`src/design/ifs_pkg.sv`:
```
package ifs_pkg;

  localparam int unsigned PIXEL_W    = 8;
  localparam int unsigned FWIDTH_W   = 10;
  localparam int unsigned FHEIGHT_W  = 9;
  localparam int unsigned THRESH_W   = 8;
  localparam int unsigned CFG_IDX_W  = 2;
  localparam int unsigned CFG_DATA_W = 10;
  localparam int unsigned ASYM_W     = 9;
  localparam int unsigned CONTRAST_W = 18;
  localparam int unsigned LONGEST_W  = 9;

  localparam logic [CFG_IDX_W-1:0] REG_FRAME_WIDTH        = 2'd0;
  localparam logic [CFG_IDX_W-1:0] REG_FRAME_HEIGHT       = 2'd1;
  localparam logic [CFG_IDX_W-1:0] REG_CONTRAST_THRESHOLD = 2'd2;

  localparam logic [FWIDTH_W-1:0]  FRAME_WIDTH_RESET  = 10'd320;
  localparam logic [FHEIGHT_W-1:0] FRAME_HEIGHT_RESET = 9'd200;
  localparam logic [THRESH_W-1:0]  THRESHOLD_RESET    = 8'd128;
  localparam logic [PIXEL_W-1:0]   DARKEST_RESET      = 8'd255;
  localparam logic [PIXEL_W-1:0]   BRIGHTEST_RESET    = 8'd0;

  typedef struct packed {
    logic restart;
    logic first_col;
    logic last_col;
    logic first_row;
    logic last_row;
    logic mirror_active;
    logic mirror_self;
  } ifs_pos_t;

  function automatic logic beyond(input logic [PIXEL_W-1:0] a, input logic [PIXEL_W-1:0] b,
                                  input logic [THRESH_W-1:0] t);
    logic [PIXEL_W-1:0] d;
    d = (a > b) ? (a - b) : (b - a);
    return d > t;
  endfunction

endpackage

```
`src/design/ifs_scan.sv`:
```
module ifs_scan #(
  parameter int unsigned MAX_WIDTH  = 512,
  parameter int unsigned MAX_HEIGHT = 256,
  localparam int unsigned CW  = $clog2(MAX_WIDTH),
  localparam int unsigned WCW = $clog2(MAX_WIDTH + 1),
  localparam int unsigned HCW = $clog2(MAX_HEIGHT + 1)
) (
  input  logic              clk_i,
  input  logic              rst_ni,
  input  logic              accept_i,
  input  logic              frame_start_i,
  input  logic [WCW-1:0]    width_i,
  input  logic [HCW-1:0]    height_i,
  output logic [CW-1:0]     x_o,
  output logic [CW-1:0]     mirror_o,
  output ifs_pkg::ifs_pos_t pos_o
);
  import ifs_pkg::*;

  localparam int unsigned RCW = $clog2(MAX_HEIGHT);

  logic [CW-1:0]  col_q, col_d;
  logic [RCW-1:0] row_q, row_d;
  logic [CW-1:0]  x;
  logic [RCW-1:0] y;
  logic           restart;

  always_comb begin
    restart = frame_start_i || (WCW'(col_q) >= width_i) || (HCW'(row_q) >= height_i);
    x = restart ? '0 : col_q;
    y = restart ? '0 : row_q;
    mirror_o = CW'(width_i - WCW'(1) - WCW'(x));
    pos_o.restart       = restart;
    pos_o.first_col     = (x == '0);
    pos_o.last_col      = (WCW'(x) == width_i - WCW'(1));
    pos_o.first_row     = (y == '0);
    pos_o.last_row      = (HCW'(y) == height_i - HCW'(1));
    pos_o.mirror_active = (WCW'(x) >= (width_i >> 1));
    pos_o.mirror_self   = (mirror_o == x);
    x_o = x;
  end

  always_comb begin
    col_d = col_q;
    row_d = row_q;
    if (accept_i) begin
      if (pos_o.last_col) begin
        col_d = '0;
        row_d = pos_o.last_row ? '0 : y + RCW'(1);
      end else begin
        col_d = x + CW'(1);
        row_d = y;
      end
    end
  end

  always_ff @(posedge clk_i or negedge rst_ni) begin
    if (!rst_ni) begin
      col_q <= '0;
      row_q <= '0;
    end else begin
      col_q <= col_d;
      row_q <= row_d;
    end
  end

endmodule

```
`config.mk`:
```
export PLATFORM = sky130hd
export DESIGN_NAME = ifs_scan
export DESIGN_NICKNAME = d
export VERILOG_FILES = /design/src/design/ifs_pkg.sv /design/src/design/ifs_scan.sv
export SDC_FILE = /design/constraint.sdc
export NUM_CORES = 1
export LEC_CHECK = 0
export BUFFER_PORTS_ARGS = -buffer_cell sky130_fd_sc_hd__buf_2
export CORE_MARGIN = 2
export CORE_UTILIZATION = 35
export DETAILED_ROUTE_END_ITERATION = 8
export SLEW_MARGIN = 20
export SYNTH_ARGS = -nofsm -noshare
export SYNTH_HDL_FRONTEND = slang
export SYNTH_SLANG_ARGS = --single-unit
```
`constraint.sdc`:
```
create_clock -name clk_i -period 20.4 [get_ports clk_i]
set_input_delay 5.1 -clock clk_i [delete_from_list [all_inputs] [get_ports clk_i]]
set_output_delay 5.1 -clock clk_i [all_outputs]
set_load 0.05 [all_outputs]
```
==> results.md <==
* Non-Filler Instances at 520
* Setup crit end kind: primary output
* Grt total ovfl at 0
* Die height at 95.5 µm
* Number of enable flip-flop cells after synthesis at 0
* Final Cell Area at 3290 µm²
* Setup Skew at 6.04 ps
* # port buffers at 47
* Layout fillers at 863
* Synthesized instance count at 376
* Endpoints failing hold at 0
* Vias in the first global route at 2,738
* Slowest cell on the critical path: or4_1
* CTS tree: done
* CTS root buf: clkbuf_8
* Final Max Slew Viols at 0
* Post-CTS sizing at 0
* CP Launch Type: primary input
* Mux share of post-synthesis cell area at 0.00341
* Core Area at 8180 µm²
* Sequential area share after synthesis at 0.145
* Worst relative slew slack at 0.642
* Die width at 95.5 µm
* H-tree depth at 1
* Post-layout util at 0.402
* Yosys reg bits at 17
* Main synth FF type: dfrtp_1
* TritonRoute pass-1 iters at 5
* GP Congestion at 0.919
* Fmax at 0.0669 GHz
* Layout area overhead at 12.1%
* Largest net degree at the start of global routing at 32
* Clk_lat worst skew at 260 ps
* Synth warnings at 0
* Synthesized cell area at 2930 µm²
* Cell Pwr Density at 44.2 nW/µm²
* Top delay family on crit path: simple AND/OR/NAND/NOR gates
* Max_cap viols at 0
* Starting Density at 0.359
* Setup TNS at 0 ps
* FP Rows at 33
* Largest family of logic cells by synthesized area: simple AND/OR/NAND/NOR gates
* Worst slack, placed at 5470 ps
* Layout cells sized above 1 at 0.140
* ANT nets after route at 0
* WP data required at 15,300 ps
* DPL Wire Length at 6750 µm
* Post-CTS Setup Bufs at 0
* Clock transition at path regs at 80 ps
* Commonest non-fill, non-tap cell in the layout: buf_2
* IO Count at 48
* RSZ-0062 raised after global routing: no
* CP bufs+invs at 5
* Initial antenna violation count at 0
* Setup violations, final at 0
* Synthesized-area fraction occupied by adder cells at 0.181
* Complex-gate fraction of the synthesized area at 0.223
* Placed cell count at 516
* Layout Nets at 480
* Tot GR Track Use at 0.187
* Post-route minimum period at 14,960 ps
* Ys async rst share at 1.00
* Xor-xnor portion of the synthesized cell area at 0.100
* Via count at 2,961
* Critical-path cell list: buf_2, inv_1, ha_1, a21o_1, a2111oi_4, o211a_1, and3_4, nand2_1, inv_1, ha_1, inv_1, fa_1, nand3_1, nor4_2, a211oi_1, o21a_1, xor2_1, or4_1, nor4_1, buf_2
* Cell mode on critical path: inv_1
* WP data arrival at 9860 ps
* Status: finished clean
* CP Class: primary input to primary output
* Average size of a mapped cell at 7.80 µm²
* CTS Buf Count at 3
* DR iter-0 viols at 160
* DIE AREA at 9120 µm²
* Clk buf depth at 2
* Crit path largest cell delay at 600 ps
* Yosys cell types at 64
* Commonest cells after routing, fill and taps aside: buf_2 (47), inv_1 (43), ha_1 (40), nand2_1 (32), xnor2_1 (25)
* Static leakage at 1.63 nW
* Wire length per cell at 16.0 µm
* Slew @ Worst Pin at 538 ps
* Via/cell ratio at 5.69
* Worst VDD drop at 29.2 µV
* Antenna diodes at 0
* Part of the cycle the worst path needs at 0.733
* Sink Count at 17
* Synth Area in Simple Gates at 0.266
* Min-delay worst type: register to register
* Mapped Nets at 440
* Hold-fix buffers at CTS at 0
* Post-route DRC at 0
* CP Max Fanout at 31
* Min setup slack post-route at 5440 ps
* Global-route wire length before repair at 13,600 µm
* Final WL at 8330 µm
* Cell area after placement at 3240 µm²
layout make-up:
| class | instances | area, µm² | share of cell area |
|---|---|---|---|
| multi-input combinational | 303 | 2270 | 0.691 |
| sequential | 17 | 425 | 0.129 |
| timing repair buffer | 47 | 235 | 0.0716 |
| inverter | 44 | 178 | 0.0541 |
| tap | 105 | 131 | 0.0400 |
| clock buffer | 3 | 41.3 | 0.0126 |
| clock inverter | 1 | 5.00 | 0.00152 |
power breakdown:
| group | switching (mW) | leakage, nW | internal, mW |
|---|---|---|---|
| Clock | 0.0130 | 0.0255 | 0.0136 |
| Sequential | 0.00405 | 0.232 | 0.0353 |
| Combinational | 0.0538 | 1.37 | 0.0256 |
kinds of logic (layout without fill, tap and decap cells):
kind of cell | after synthesis | count (layout)
fa+ha+maj | 42 | 42
buf+inv | 56 | 95
flops | 17 | 17
compound gates | 89 | 89
xor+xnor | 32 | 32
simple gates | 139 | 139
mux | 1 | 1
worst paths after layout:
kind,start,endpoint,slack (ps),depth (start not counted)
worst max-delay path,width_i[7],pos_o[0],5440,20
worst min-delay path,col_q[5],col_q[5],580,2
worst max register to register,col_q[7],row_q[1],15800,15
worst min register to register,col_q[5],col_q[5],580,2
max in group asynchronous,rst_ni,row_q[5],15340,1
min in group asynchronous,rst_ni,col_q[7],4760,1
synthesized netlist by cell type, types with 3 or more instances:
cell type	n	share of area
xor2_1	6	0.018
nor2_1	14	0.018
a21o_1	5	0.013
a21oi_1	11	0.019
ha_1	40	0.17
nor2b_1	12	0.026
nand2_1	32	0.041
or3_1	5	0.011
or4_1	7	0.018
a31oi_1	4	0.0085
nand4_1	7	0.015
xnor2_1	25	0.075
o21ai_0	14	0.024
o31ai_1	7	0.018
nand3_1	14	0.024
o2bb2ai_1	4	0.012
nor4_1	6	0.013
o21ai_1	5	0.0085
inv_1	43	0.055
dfrtp_1	17	0.15
and3_1	8	0.017
nand2b_1	9	0.019
nand3b_1	3	0.0077
nor3b_1	5	0.013
a211oi_1	3	0.0077
a32o_1	4	0.014
o211a_1	4	0.014
o21a_1	5	0.013
and4_1	3	0.0090
clkbuf_1	7	0.0090
nor3_1	5	0.0085
per-layer routing:
metal | global-route usage | part of all wire | vias to the layer above
met2 | 0.324 | 0.47 | 82
met5 | 0 | 0 | -
met1 | 0.255 | 0.47 | 1421
met3 | 0.0213 | 0.052 | 6
li1 | - | - | 1452
met4 | 0.0274 | 0.0076 | 0
worst min-delay path, stage by stage, from the launching register on:
cell and delay, ps:
dfrtp_1 410, nand2_1 70, o21ai_1 60
metrics by stage:
step	total power, mW	hold slack [ps]
floorplan	0.0995	497
global placement	0.118	564
detailed placement	0.119	560
CTS	0.146	582
global route	0.155	602
finish	0.145	579
registers in the layout, summed over array words and instances (netlist names):
name,cells
col_q,9
row_q,8
No activity file was read; power rests on OpenSTA's default activity.
