--- config.mk ---
export PLATFORM = sky130hd
export DESIGN_NAME = ifs_stats
export DESIGN_NICKNAME = d
export VERILOG_FILES = /design/src/design/ifs_pkg.sv /design/src/design/ifs_stats.sv
export SDC_FILE = /design/constraint.sdc
export NUM_CORES = 1
export LEC_CHECK = 0
export ABC_AREA = 1
export BUFFER_PORTS_ARGS = -buffer_cell sky130_fd_sc_hd__buf_2
export CAP_MARGIN = 10
export CORE_ASPECT_RATIO = 0.5
export CORE_MARGIN = 8
export CORE_UTILIZATION = 49
export CTS_CLUSTER_DIAMETER = 50
export DETAILED_ROUTE_END_ITERATION = 10
export GPL_TIMING_DRIVEN = 0
export PLACE_DENSITY = 0.71
export SYNTH_ARGS = -nofsm -noshare
export SYNTH_HDL_FRONTEND = slang
export SYNTH_SLANG_ARGS = --single-unit
--- constraint.sdc ---
create_clock -name clk_i -period 9.18 [get_ports clk_i]
set_input_delay 1.836 -clock clk_i [delete_from_list [all_inputs] [get_ports clk_i]]
set_output_delay 1.836 -clock clk_i [all_outputs]
set_load 0.01 [all_outputs]
--- src/design/ifs_pkg.sv ---
package ifs_pkg;

  localparam int unsigned PIXEL_W    = 8;
  localparam int unsigned FWIDTH_W   = 10;
  localparam int unsigned FHEIGHT_W  = 9;
  localparam int unsigned THRESH_W   = 8;
  localparam int unsigned CFG_IDX_W  = 2;
  localparam int unsigned CFG_DATA_W = 10;
  localparam int unsigned ASYM_W     = 9;
  localparam int unsigned CONTRAST_W = 18;
  localparam int unsigned LONGEST_W  = 9;

  localparam logic [CFG_IDX_W-1:0] REG_FRAME_WIDTH        = 2'd0;
  localparam logic [CFG_IDX_W-1:0] REG_FRAME_HEIGHT       = 2'd1;
  localparam logic [CFG_IDX_W-1:0] REG_CONTRAST_THRESHOLD = 2'd2;

  localparam logic [FWIDTH_W-1:0]  FRAME_WIDTH_RESET  = 10'd320;
  localparam logic [FHEIGHT_W-1:0] FRAME_HEIGHT_RESET = 9'd200;
  localparam logic [THRESH_W-1:0]  THRESHOLD_RESET    = 8'd128;
  localparam logic [PIXEL_W-1:0]   DARKEST_RESET      = 8'd255;
  localparam logic [PIXEL_W-1:0]   BRIGHTEST_RESET    = 8'd0;

  typedef struct packed {
    logic restart;
    logic first_col;
    logic last_col;
    logic first_row;
    logic last_row;
    logic mirror_active;
    logic mirror_self;
  } ifs_pos_t;

  function automatic logic beyond(input logic [PIXEL_W-1:0] a, input logic [PIXEL_W-1:0] b,
                                  input logic [THRESH_W-1:0] t);
    logic [PIXEL_W-1:0] d;
    d = (a > b) ? (a - b) : (b - a);
    return d > t;
  endfunction

endpackage

--- src/design/ifs_stats.sv ---
module ifs_stats #(
  parameter int unsigned MAX_WIDTH  = 512,
  parameter int unsigned MAX_HEIGHT = 256,
  localparam int unsigned CW = $clog2(MAX_WIDTH),
  localparam int unsigned RW = $clog2(MAX_HEIGHT + 1)
) (
  input  logic                           clk_i,
  input  logic                           rst_ni,
  input  logic                           accept_i,
  input  logic [CW-1:0]                  x_i,
  input  logic [ifs_pkg::PIXEL_W-1:0]    pixel_i,
  input  ifs_pkg::ifs_pos_t              pos_i,
  input  logic [ifs_pkg::THRESH_W-1:0]   threshold_i,
  input  logic [ifs_pkg::PIXEL_W-1:0]    pixel_above_i,
  input  logic [RW-1:0]                  run_above_i,
  input  logic [ifs_pkg::PIXEL_W-1:0]    pixel_mirror_i,
  input  logic                           mark_above_i,
  output logic                           ready_o,
  output logic                           wr_en_o,
  output logic [CW-1:0]                  wr_x_o,
  output logic [ifs_pkg::PIXEL_W-1:0]    wr_pixel_o,
  output logic [RW-1:0]                  wr_run_o,
  output logic                           mk_wr_en_o,
  output logic [CW-1:0]                  mk_wr_addr_o,
  output logic                           mk_wr_mark_o,
  output logic                           out_valid_o,
  input  logic                           out_ready_i,
  output logic [ifs_pkg::PIXEL_W-1:0]    darkest_o,
  output logic [ifs_pkg::PIXEL_W-1:0]    brightest_o,
  output logic [ifs_pkg::ASYM_W-1:0]     asymmetric_rows_o,
  output logic [ifs_pkg::CONTRAST_W-1:0] contrast_pixels_o,
  output logic [ifs_pkg::LONGEST_W-1:0]  longest_vertical_run_o
);
  import ifs_pkg::*;

  logic               valid_q;
  logic [CW-1:0]      x_q;
  logic [PIXEL_W-1:0] v_q;
  ifs_pos_t           pos_q;

  logic [PIXEL_W-1:0]    dark_q, bright_q, left_pixel_q;
  logic                  seen_q, left_mark_q, last_mark_q;
  logic [ASYM_W-1:0]     mis_q;
  logic [CONTRAST_W-1:0] cnt_q;
  logic [RW-1:0]         long_q;

  logic [PIXEL_W-1:0]    res_dark_q, res_bright_q;
  logic [ASYM_W-1:0]     res_mis_q;
  logic [CONTRAST_W-1:0] res_cnt_q;
  logic [LONGEST_W-1:0]  res_long_q;
  logic                  out_valid_q;

  logic [PIXEL_W-1:0]    base_dark, base_bright, dark_d, bright_d, mirror_v;
  logic                  base_seen, seen_d;
  logic [ASYM_W-1:0]     base_mis, mis_d;
  logic [CONTRAST_W-1:0] base_cnt, cnt_d;
  logic [RW-1:0]         base_long, long_d, run;
  logic                  dl, da, mark_above, lm, cur, inc_above, inc_left, inc_cur;
  logic                  emit, fire;

  always_comb begin
    base_dark   = pos_q.restart ? DARKEST_RESET : dark_q;
    base_bright = pos_q.restart ? BRIGHTEST_RESET : bright_q;
    base_seen   = pos_q.restart ? 1'b0 : seen_q;
    base_mis    = pos_q.restart ? '0 : mis_q;
    base_cnt    = pos_q.restart ? '0 : cnt_q;
    base_long   = pos_q.restart ? RW'(1) : long_q;

    dl = !pos_q.first_col && beyond(v_q, left_pixel_q, threshold_i);
    da = !pos_q.first_row && beyond(v_q, pixel_above_i, threshold_i);
    mark_above = pos_q.last_col ? last_mark_q : mark_above_i;
    lm  = left_mark_q || dl;
    cur = dl || da;
    inc_above = !pos_q.first_row && (mark_above || da);
    inc_left  = !pos_q.first_col && pos_q.last_row && lm;
    inc_cur   = pos_q.last_col && pos_q.last_row && cur;
    cnt_d = base_cnt + CONTRAST_W'(inc_above) + CONTRAST_W'(inc_left) + CONTRAST_W'(inc_cur);

    mirror_v = pos_q.mirror_self ? v_q : pixel_mirror_i;
    seen_d = base_seen;
    mis_d  = base_mis;
    if (pos_q.mirror_active && !base_seen && (mirror_v != v_q)) begin
      seen_d = 1'b1;
      mis_d  = base_mis + ASYM_W'(1);
    end

    run = (!pos_q.first_row && (pixel_above_i == v_q)) ? run_above_i + RW'(1) : RW'(1);
    long_d = (run > base_long) ? run : base_long;

    dark_d   = (v_q < base_dark) ? v_q : base_dark;
    bright_d = (v_q > base_bright) ? v_q : base_bright;

    emit    = valid_q && pos_q.last_col && pos_q.last_row;
    ready_o = !valid_q || !emit || !out_valid_q || out_ready_i;
    fire    = valid_q && ready_o;
  end

  assign wr_en_o      = fire;
  assign wr_x_o       = x_q;
  assign wr_pixel_o   = v_q;
  assign wr_run_o     = run;
  assign mk_wr_en_o   = fire && !pos_q.first_col;
  assign mk_wr_addr_o = x_q - CW'(1);
  assign mk_wr_mark_o = lm;

  always_ff @(posedge clk_i) begin
    if (accept_i) begin
      x_q   <= x_i;
      v_q   <= pixel_i;
      pos_q <= pos_i;
    end
    if (fire) begin
      left_pixel_q <= v_q;
      if (pos_q.last_col) begin
        last_mark_q <= cur;
      end
    end
    if (fire && emit) begin
      res_dark_q   <= dark_d;
      res_bright_q <= bright_d;
      res_mis_q    <= mis_d;
      res_cnt_q    <= cnt_d;
      res_long_q   <= LONGEST_W'(long_d);
    end
  end

  always_ff @(posedge clk_i or negedge rst_ni) begin
    if (!rst_ni) begin
      valid_q     <= 1'b0;
      out_valid_q <= 1'b0;
      dark_q      <= DARKEST_RESET;
      bright_q    <= BRIGHTEST_RESET;
      seen_q      <= 1'b0;
      mis_q       <= '0;
      cnt_q       <= '0;
      long_q      <= RW'(1);
      left_mark_q <= 1'b0;
    end else begin
      if (accept_i) begin
        valid_q <= 1'b1;
      end else if (fire) begin
        valid_q <= 1'b0;
      end
      if (fire && emit) begin
        out_valid_q <= 1'b1;
      end else if (out_ready_i) begin
        out_valid_q <= 1'b0;
      end
      if (fire) begin
        left_mark_q <= cur;
        if (emit) begin
          dark_q   <= DARKEST_RESET;
          bright_q <= BRIGHTEST_RESET;
          seen_q   <= 1'b0;
          mis_q    <= '0;
          cnt_q    <= '0;
          long_q   <= RW'(1);
        end else begin
          dark_q   <= dark_d;
          bright_q <= bright_d;
          seen_q   <= pos_q.last_col ? 1'b0 : seen_d;
          mis_q    <= mis_d;
          cnt_q    <= cnt_d;
          long_q   <= long_d;
        end
      end
    end
  end

  assign out_valid_o            = out_valid_q;
  assign darkest_o              = res_dark_q;
  assign brightest_o            = res_bright_q;
  assign asymmetric_rows_o      = res_mis_q;
  assign contrast_pixels_o      = res_cnt_q;
  assign longest_vertical_run_o = res_long_q;

endmodule

==> flow_summary.ini, run 1 <==
[timing]
fin_tns_setup_ns = 0
fmax_mhz = 151.4
finalMaxSlewViolations = 0
finalCritPeriodShare_pct = 71.96
min_period_ns = 6.606
whs_ns = 0.4810
skew_ns = 0.01505
rsz0062_at_grt = false
worst_pin_slew_ns = 0.7074
finalSetupViolCount = 0
finalHoldViolations = 0
max-slew-margin-rel_pct = 52.73

[floorplanning]
die-area_um2 = 23810
core_area_um2 = 18440
rows = 35
die_x_um = 210.4
start_util_pct = 50.21
num_io_pins = 154
die_h_um = 113.2

[final_layout]
diodes = 0
drive_gt1_share_pct = 19.66
final_cell_mix = nand2_1, buf_2, inv_1
nets = 1417
syn_to_final_growth_pct = 18.48
multi_input_area_um2 = 4559
register_area_um2 = 3965
final_common_cell = nand2_1
fillers = 1620
final_core_util_pct = 59.48

[placed_design]
place.port_buffers = 153
dp_hpwl_um = 18540
place_congestion = 0.8610

[critical_path]
cp.arrival_ns = 6.78
cp-end-kind = register
cp.required_ns = 9.35
critPathSlowestCell = fa_1
cp-endpoint = contrast_pixels_o[12]$_DFFE_PP_
crit_path_start = pixel_above_i[3]
reg2reg_slack_ns = 3.27
reg2reg_depth = 28
worst_path_most_repeated_cell = nand2_1
crit_buf_inv = 6
cp_top_family = adder cells
path_class = primary input to register
crit_path_start_kind = primary input
regToRegStartpoint = wr_pixel_o[0]$_DFFE_PP_
cpPeakStageDelay_ns = 0.53
reg2reg_to = contrast_pixels_o[12]$_DFFE_PP_
cp.depth = 28
cp_max_fo = 9

[routing]
top_layer = met4
via_per_inst = 5.085
drc = 0
drt-met1-wl_um = 10780
avgRoutedWirePerCell_um = 15.71
ant_nets = 0
num_vias = 7862
firstDrtPassIters = 5
wirelength_um = 24290
wl_met3_um = 1131
drtIter0Drc = 472
dr_wl_met2_um = 11930

[yosys]
synth-adder-area-share_pct = 11.44
yosys_warnings = 0
synth_top_area_share_pct = 27.58
ys_ff_latch = 141
netlist_area_um2 = 9256
yosys-top-cells-area = edfxtp_1, dfrtp_1, nand2_1
synthMuxAreaShare_pct = 0.1081
syn_avg_cell_area_um2 = 8.415
synth_top_family_by_area = simple AND/OR/NAND/NOR gates
synth_cell_types = 52
syn_nets = 1243
synth-seq-area-share_pct = 42.84
synthSimpleGateAreaFrac_pct = 26.36
synth_compound_area_share_pct = 5.839
syn_inst = 1100
yosysTopAreaCell = edfxtp_1
synth_xor_area_share_pct = 5.434

[global_route]
grt_max_degree = 35
grt_pass1_vias = 7893
grt_use_total_pct = 20.41
grt_overflow = 0
antenna_found_initial = 0
grt_pass1_wl_um = 39150

[power_and_ir_drop]
ir_drop_uv = 121.2
p_leak_uw = 0.005623
power_per_cell_area_nw_per_um2 = 196.5

[clocking]
htreeDepth = 4
cts.sinks = 141
cts_inserted_buffers = 17
cts-root-buf = clkbuf_16
cts_buffer_depth = 2
hold_buffers = 0
clk_pin_slew_worst_paths_ns = 0.06
cts_tree = yes
postCtsSetupBuffers = 0
cts_resized = 0
worstSkewPairLatency_ns = 0.43

[outcome]
status = complete, no violations

[hold_path]
hold_path_class = register to register

[job]
maxCapViolCount = 0
## registers in the layout, indices dropped and copies added, names as in the netlist, 7 cells and up
name / flops
long_q: 9
darkest_o: 8
mis_q: 9
bright_q: 8
cnt_q: 18
dark_q: 8
wr_pixel_o: 8
wr_x_o: 9
longest_vertical_run_o: 9
contrast_pixels_o: 18
asymmetric_rows_o: 9
brightest_o: 8
pos_q: 7
left_pixel_q: 8
## per-layer routing
| metal | global-route usage, % | up-vias |
|---|---|---|
| met3 | 4.139 | 37 |
| met5 | 0 | - |
| li1 | - | 3917 |
| met1 | 25.24 | 3724 |
| met4 | 5.891 | 0 |
| met2 | 35.86 | 184 |
## through the flow
stage	power [uW]	std cells	worst slack, ns	cell area [um^2]
floorplan	1281	1100	3.114	9256
global placement	1452	1512	2.190	10350
detailed placement	1474	1514	2.179	10390
CTS	2163	1546	2.608	10970
global route	2282	1546	2.154	10970
finish	2155	1546	2.574	10970
## worst min-delay path by stage
stage                                  from                       to  slack [ns]  cells after the start
detailed placement       seen_q$_DFFE_PN0P_       seen_q$_DFFE_PN0P_        0.47                      2
floorplan             cnt_q[15]$_DFFE_PN0P_    cnt_q[15]$_DFFE_PN0P_        0.45                      2
CTS                    mis_q[8]$_DFFE_PN0P_     mis_q[8]$_DFFE_PN0P_        0.48                      2
global placement    left_mark_q$_DFFE_PN0P_  left_mark_q$_DFFE_PN0P_        0.46                      2
global route             seen_q$_DFFE_PN0P_       seen_q$_DFFE_PN0P_        0.51                      2
finish                   seen_q$_DFFE_PN0P_       seen_q$_DFFE_PN0P_        0.48                      2
## worst reg2reg max path: cells and delay by family, from the launching register on
kind,cells,cell delay (ns)
adder cells (fa/ha/maj),6,2.06
AND/OR/NAND/NOR,11,1.54
AO/OA/AOI/OAI,5,0.67
buffers and inverters,5,0.66
flip-flops,1,0.56
XOR/XNOR,1,0.16
## cells by family (layout without fill, tap and decap cells)
| group | after synthesis | in the layout |
|---|---|---|
| XOR/XNOR | 54 | 54 |
| multiplexers | 1 | 1 |
| adder cells (fa/ha/maj) | 81 | 81 |
| buffers and inverters | 183 | 370 |
| AO/OA/AOI/OAI | 98 | 98 |
| flip-flops | 141 | 141 |
| AND/OR/NAND/NOR | 542 | 542 |
## synth_stat cells (all sizes together)
library cell,count
buf,18
ha,75
nand3,101
o21a,5
xnor2,13
and3b,1
or2,7
nor3,12
nand4,10
a32o,1
a21oi,47
and3,1
or3,2
o211ai,6
edfxtp,85
a21boi,1
dfrtp,47
o22ai,5
nor2,75
nand3b,3
a31oi,1
fa,6
nand2,310
inv,160
and2,20
dfstp,9
xor2,41
clkbuf,5
a21o,1
o21ai,29
o21bai,2
mux2i,1
## power breakdown
group	leakage [uW]	total [uW]	internal [uW]	switching [uW]
clock network	0.000277	687	402	285
logic	0.00382	642	238	404
registers	0.00152	825	779	46.4
## area by class of cell
cell class	instances	share of cell area, %
Buffer	23	1.198
Clock buffer	19	3.948
Clock inverter	13	1.278
Inverter	160	5.545
Multi-Input combinational cell	776	41.57
Sequential cell	141	36.16
Tap cell	259	2.955
Timing Repair Buffer	155	7.347
(Power assumes the default switching activity.)
==> run 2, diff against run 1 <==
Settings changed: ABC_AREA 1 to 0, PLACE_DENSITY 0.71 to 0.74.
Clock period 9.18 ns to 6.01 ns, I/O delays scaled along.
==> run 2 against run 1 <==
The flow now finishes with violations (setup timing). Die area down 6.1%. Final cell count decreased by 19%. Routed wire length rose by 0.99%. Setup slack got worse by 3.1 ns. Total power increased by 33%. First-iteration DRC count is 46% higher. Critical endpoint is now contrast_pixels_o[10]$_DFFE_PP_. Largest power group unchanged.
==> flow_summary.ini, run 2 <==
[outcome]
status = complete, but fails checks
violations = setup timing

[clocking]
cts_inserted_buffers = 17
cts_tree = yes
clk_pin_slew_worst_paths_ns = 0.06
worstSkewPairLatency_ns = 0.43
cts_buffer_depth = 2
cts-root-buf = clkbuf_16
cts.sinks = 141
htreeDepth = 4

[routing]
drc = 0
ant_nets = 0
num_vias = 7069
drtIter0Drc = 691
wirelength_um = 24530
avgRoutedWirePerCell_um = 19.69
via_per_inst = 5.673
firstDrtPassIters = 5

[power_and_ir_drop]
p_leak_uw = 0.004883
power_per_cell_area_nw_per_um2 = 266.7
p_total_uw = 2868
ir_drop_uv = 184.2

[critical_path]
cp-end-kind = register
cp.arrival_ns = 6.74
path_class = primary input to register
cp.required_ns = 6.18
cp_top_family = adder cells
cp_max_fo = 6
critPathSlowestCell = fa_1
crit_buf_inv = 5
crit_path_start_kind = primary input
cpPeakStageDelay_ns = 0.49

[yosys]
yosysMostFrequentCell = edfxtp_1
syn_avg_cell_area_um2 = 10.86
syn_nets = 937
synth-seq-area-share_pct = 45.99
synthFlopType = edfxtp_1
synth_top_area_share_pct = 29.60
synth_cell_types = 68
ys_ff_latch = 141
synth-async-reset-ratio_pct = 39.72
syn_inst = 794
yosys-top-cells-area = edfxtp_1, dfrtp_1, ha_1
yosysTopAreaCell = edfxtp_1
synth_common_cells = edfxtp_1, ha_1, inv_1
netlist_area_um2 = 8622
yosys_warnings = 0
synth-edff-count = 85

[placed_design]
dpl_worst_slack_ns = -1.274
place_area_um2 = 9821
place.port_buffers = 153
place_congestion = 0.9067
dp_hpwl_um = 17360

[floorplanning]
die-area_um2 = 22350
rows = 34
core_area_um2 = 17310
die_h_um = 109.8
num_io_pins = 154
start_util_pct = 49.80
die_x_um = 203.6

[timing]
finalMaxSlewViolations = 0
rsz0062_at_grt = true
min_period_ns = 6.572
skew_ns = 0.01982
timing.final.ws_setup_ns = -0.5617
finalCritPeriodShare_pct = 109.3
max-slew-margin-rel_pct = 27.01
fmax_mhz = 152.2
fin_tns_setup_ns = -5.308
finalHoldViolations = 0
finalSetupViolCount = 20
worst_pin_slew_ns = 1.095

[final_layout]
final_common_cell = buf_2
final_area_um2 = 10750
syn_to_final_growth_pct = 24.73
nets = 1142
diodes = 0
drive_gt1_share_pct = 29.35
final_cell_mix = buf_2, edfxtp_1, ha_1

[hold_path]
hold_path_class = register to register

[global_route]
grt_pass1_vias = 7262
grt_use_total_pct = 21.77
grt_overflow = 0
antenna_found_initial = 0
grt_max_degree = 31
grt_pass1_wl_um = 38420

[job]
maxCapViolCount = 0
-- run 2: path summary, 6_finish.rpt --
path | depth (start not counted) | slack, ns | startpoint | end
min | 2 | 0.50 | seen_q$_DFFE_PN0P_ | seen_q$_DFFE_PN0P_
max | 26 | -0.56 | pixel_above_i[0] | contrast_pixels_o[10]$_DFFE_PP_
min reg2reg | 2 | 0.50 | seen_q$_DFFE_PN0P_ | seen_q$_DFFE_PN0P_
min in group asynchronous | 1 | 0.80 | rst_ni | cnt_q[3]$_DFFE_PN0P_
max reg2reg | 26 | -0.44 | wr_pixel_o[4]$_DFFE_PP_ | contrast_pixels_o[10]$_DFFE_PP_
max in group asynchronous | 2 | 4.52 | rst_ni | dark_q[3]$_DFFE_PN1P_
-- run 2: logic make-up after synthesis --
group	share of synthesized area, %
mux	3.468
flops	45.99
fa+ha+maj	12.28
simple gates	14.02
compound gates	14.77
xor+xnor	5.587
buf+inv	3.889
-- run 2: worst min-delay path, cell delays in order, from the launching register on --
cell,delay [ns]
dfrtp_1,0.35
nand2_1,0.05
o21ai_0,0.06
-- run 2: where the power goes --
part	leakage, uW	switching [uW]	internal, uW
combinational	0.00309	429	321
clock	0.000251	418	532
sequential	0.00155	47.5	1120
total	0.00488	894	1970
-- run 2: stage by stage --
step	std cells	util, %	hold slack [ns]
final	1246	62.11	0.4964
after global placement	1181	56.24	0.4719
after detailed placement	1184	56.72	0.4840
after global routing	1246	62.11	0.5226
after CTS	1235	61.09	0.4975
after floorplan	794	-	0.4422
-- run 2: final cells by class --
class                      count  area, um^2
sequential                   141        3965
multi-input combinational    566        4542
tap                          234       292.8
clock buffer                  20       436.7
timing repair buffer         187        1094
inverter                      66       247.7
buffer                        20       82.58
clock inverter                12       93.84
fill                        1368        6560
-- run 2: what timing repair did --
item,CTS,global route
pin swaps,10,21
setup endpoints to repair,32,28
resized for setup,22,24
hold buffers,0,0
setup buffers,20,11
-- run 2: routing by layer --
metal	up-vias	track usage (%)	wire length [um]
met3	42	3.382	1256
li1	3299	-	-
met5	-	0	0
met4	0	6.794	415
met2	268	38.37	12170
met1	3460	27.62	10690
==> run 3, diff against run 2 <==
Settings changed: CORE_ASPECT_RATIO 0.5 to 0.8, CTS_BUF_LIST from default to sky130_fd_sc_hd__clkbuf_16, CTS_CLUSTER_SIZE from default to 20.
==> run 3 against run 2 <==
The flow still finishes with violations (setup timing). Die area is 1.0% lower. Final cell count shrank 0.64%. Register-to-register slack improved by 0.08 ns. Worst hold slack worse by 0.012 ns. Non-clock buffer count did not move. Design area is 0.34% lower. Critical endpoint is now cnt_q[12]$_DFFE_PN0P_. Largest cell class unchanged.
==> flow_summary.ini, run 3 (synthesized netlist as in run 2, its figures left out) <==
[routing]
via_per_inst = 5.554
num_vias = 6876
drc = 0
firstDrtPassIters = 5
avgRoutedWirePerCell_um = 18.67
ant_nets = 0
drtIter0Drc = 620
wirelength_um = 23110

[power_and_ir_drop]
ir_drop_uv = 271.5
pwr-share-seq_pct = 39.4
switching_share_pct = 30.04
pwr-share-comb_pct = 26.1
p_switching_uw = 889.5
pwr-share-clk_pct = 34.5
p_leak_uw = 0.004864
power_per_cell_area_nw_per_um2 = 276.3
p_int_uw = 2071

[clocking]
cts.sinks = 141
cts-root-buf = clkbuf_16
cts_inserted_buffers = 17
cts_buffer_depth = 2
cts_tree = yes
clk_pin_slew_worst_paths_ns = 0.06
worstSkewPairLatency_ns = 0.42
htreeDepth = 4

[final_layout]
syn_to_final_growth_pct = 24.31
drive_gt1_share_pct = 28.56
nets = 1142
final_cell_mix = buf_2, edfxtp_1, ha_1
final_common_cell = buf_2
final_cells = 1238
fillers = 1408

[critical_path]
cp_max_fo = 5
cp.arrival_ns = 6.70
path_class = primary input to register
crit_path_start_kind = primary input
reg2reg_depth = 26
cp-end-kind = register
cp.required_ns = 6.32

[floorplanning]
die_x_um = 164.3
start_util_pct = 49.92
core_area_um2 = 17270
die-area_um2 = 22120
rows = 43
die_h_um = 134.6
num_io_pins = 154

[timing]
skew_ns = 0.007791
finalHoldViolations = 0
rsz0062_at_grt = true
finalCritPeriodShare_pct = 106.4
whs_ns = 0.4845
finalSetupViolCount = 13
max-slew-margin-rel_pct = 33.98
fmax_mhz = 156.4
fin_tns_setup_ns = -3.045
min_period_ns = 6.392
timing.final.ws_setup_ns = -0.3822
worst_pin_slew_ns = 0.9902
finalMaxSlewViolations = 0

[global_route]
antenna_found_initial = 1
grt_overflow = 0
grt_use_total_pct = 20.96
grt_pass1_vias = 6732
grt_max_degree = 36
grt_pass1_wl_um = 36070

[placed_design]
place_congestion = 0.8947
dp_hpwl_um = 16510
place_inst = 1174
place.port_buffers = 153

[hold_path]
hold_depth = 2
hold_path_class = register to register

[outcome]
status = complete, but fails checks
violations = setup timing

[job]
maxCapViolCount = 0
run 3: cell type report:
class                           instances  area (um^2)  area share, %
Buffer                                 20        82.58         0.7705
Multi-Input combinational cell        566         4487          41.86
Inverter                               66        247.7          2.311
Clock inverter                         15        148.9          1.389
Sequential cell                       141         3965          36.99
Antenna cell                            1        2.502        0.02335
Tap cell                              225        281.5          2.627
Clock buffer                           17        425.4          3.969
Timing Repair Buffer                  187         1077          10.05
run 3: power groups by stage:
stage / logic, uW / registers (uW) / clock network (uW)
2_1_floorplan: 449 / 1190 / 0
3_3_place_gp: 648 / 1200 / 0
3_5_place_dp: 664 / 1200 / 0
4_1_cts: 751 / 1170 / 1040
5_1_grt: 850 / 1170 / 1080
6_report: 772 / 1170 / 1020
run 3: path summary, 6_finish.rpt:
kind / start / slack, ns / to
worst max-delay path: pixel_above_i[0] / -0.38 / cnt_q[12]$_DFFE_PN0P_
worst min-delay path: cnt_q[1]$_DFFE_PN0P_ / 0.48 / cnt_q[1]$_DFFE_PN0P_
worst max register to register: wr_pixel_o[5]$_DFFE_PP_ / -0.36 / cnt_q[12]$_DFFE_PN0P_
worst min register to register: cnt_q[1]$_DFFE_PN0P_ / 0.48 / cnt_q[1]$_DFFE_PN0P_
max in group asynchronous: rst_ni / 4.54 / mis_q[8]$_DFFE_PN0P_
min in group asynchronous: rst_ni / 0.88 / long_q[6]$_DFFE_PN0P_
run 3: what timing repair did:
item                                    in CTS  in global routing
hold buffers                                 0                  0
gates resized for setup                     26                  7
pin swaps                                    8                 10
endpoints found under the setup margin      28                 22
setup buffers                               26                  7
run 3: through the flow:
stage / worst slack, ns / total power, uW / area (um^2) / utilization (%)
6_report: -0.3822 / 2961 / 10720 / 62.06
5_1_grt: -0.5949 / 3101 / 10720 / 62.06
4_1_cts: -0.3807 / 2956 / 10650 / 61.68
3_5_place_dp: -1.215 / 1863 / 9782 / 56.64
3_3_place_gp: -1.155 / 1846 / 9727 / 56.32
2_1_floorplan: -0.4080 / 1639 / 8680 / -
run 3: worst max-delay path, cell delays in order:
cell and delay (ns):
buf_8 0.08, ha_4 0.13, inv_2 0.03, fa_2 0.36
a211oi_4 0.27, nor3b_2 0.09, o21ai_4 0.21, mux2_4 0.33
a211oi_2 0.20, xnor2_1 0.17, ha_1 0.27, a21o_1 0.20
a211oi_2 0.22, a311o_1 0.25, o2bb2ai_4 0.11, nor2b_4 0.14
fa_1 0.49, ha_2 0.21, inv_2 0.04, fa_2 0.33
or3b_4 0.40, nor3_4 0.18, nand4b_4 0.16, o21ai_0 0.28
a21oi_2 0.11, a22o_1 0.22
run 3: metal layers:
| layer | GRT usage, % | vias up | wire [um] |
|---|---|---|---|
| met5 | 0 | - | 0 |
| met4 | 5.897 | 0 | 311 |
| li1 | - | 3304 | - |
| met1 | 29.91 | 3258 | 10960 |
| met3 | 6.602 | 23 | 2100 |
| met2 | 29.90 | 291 | 9738 |
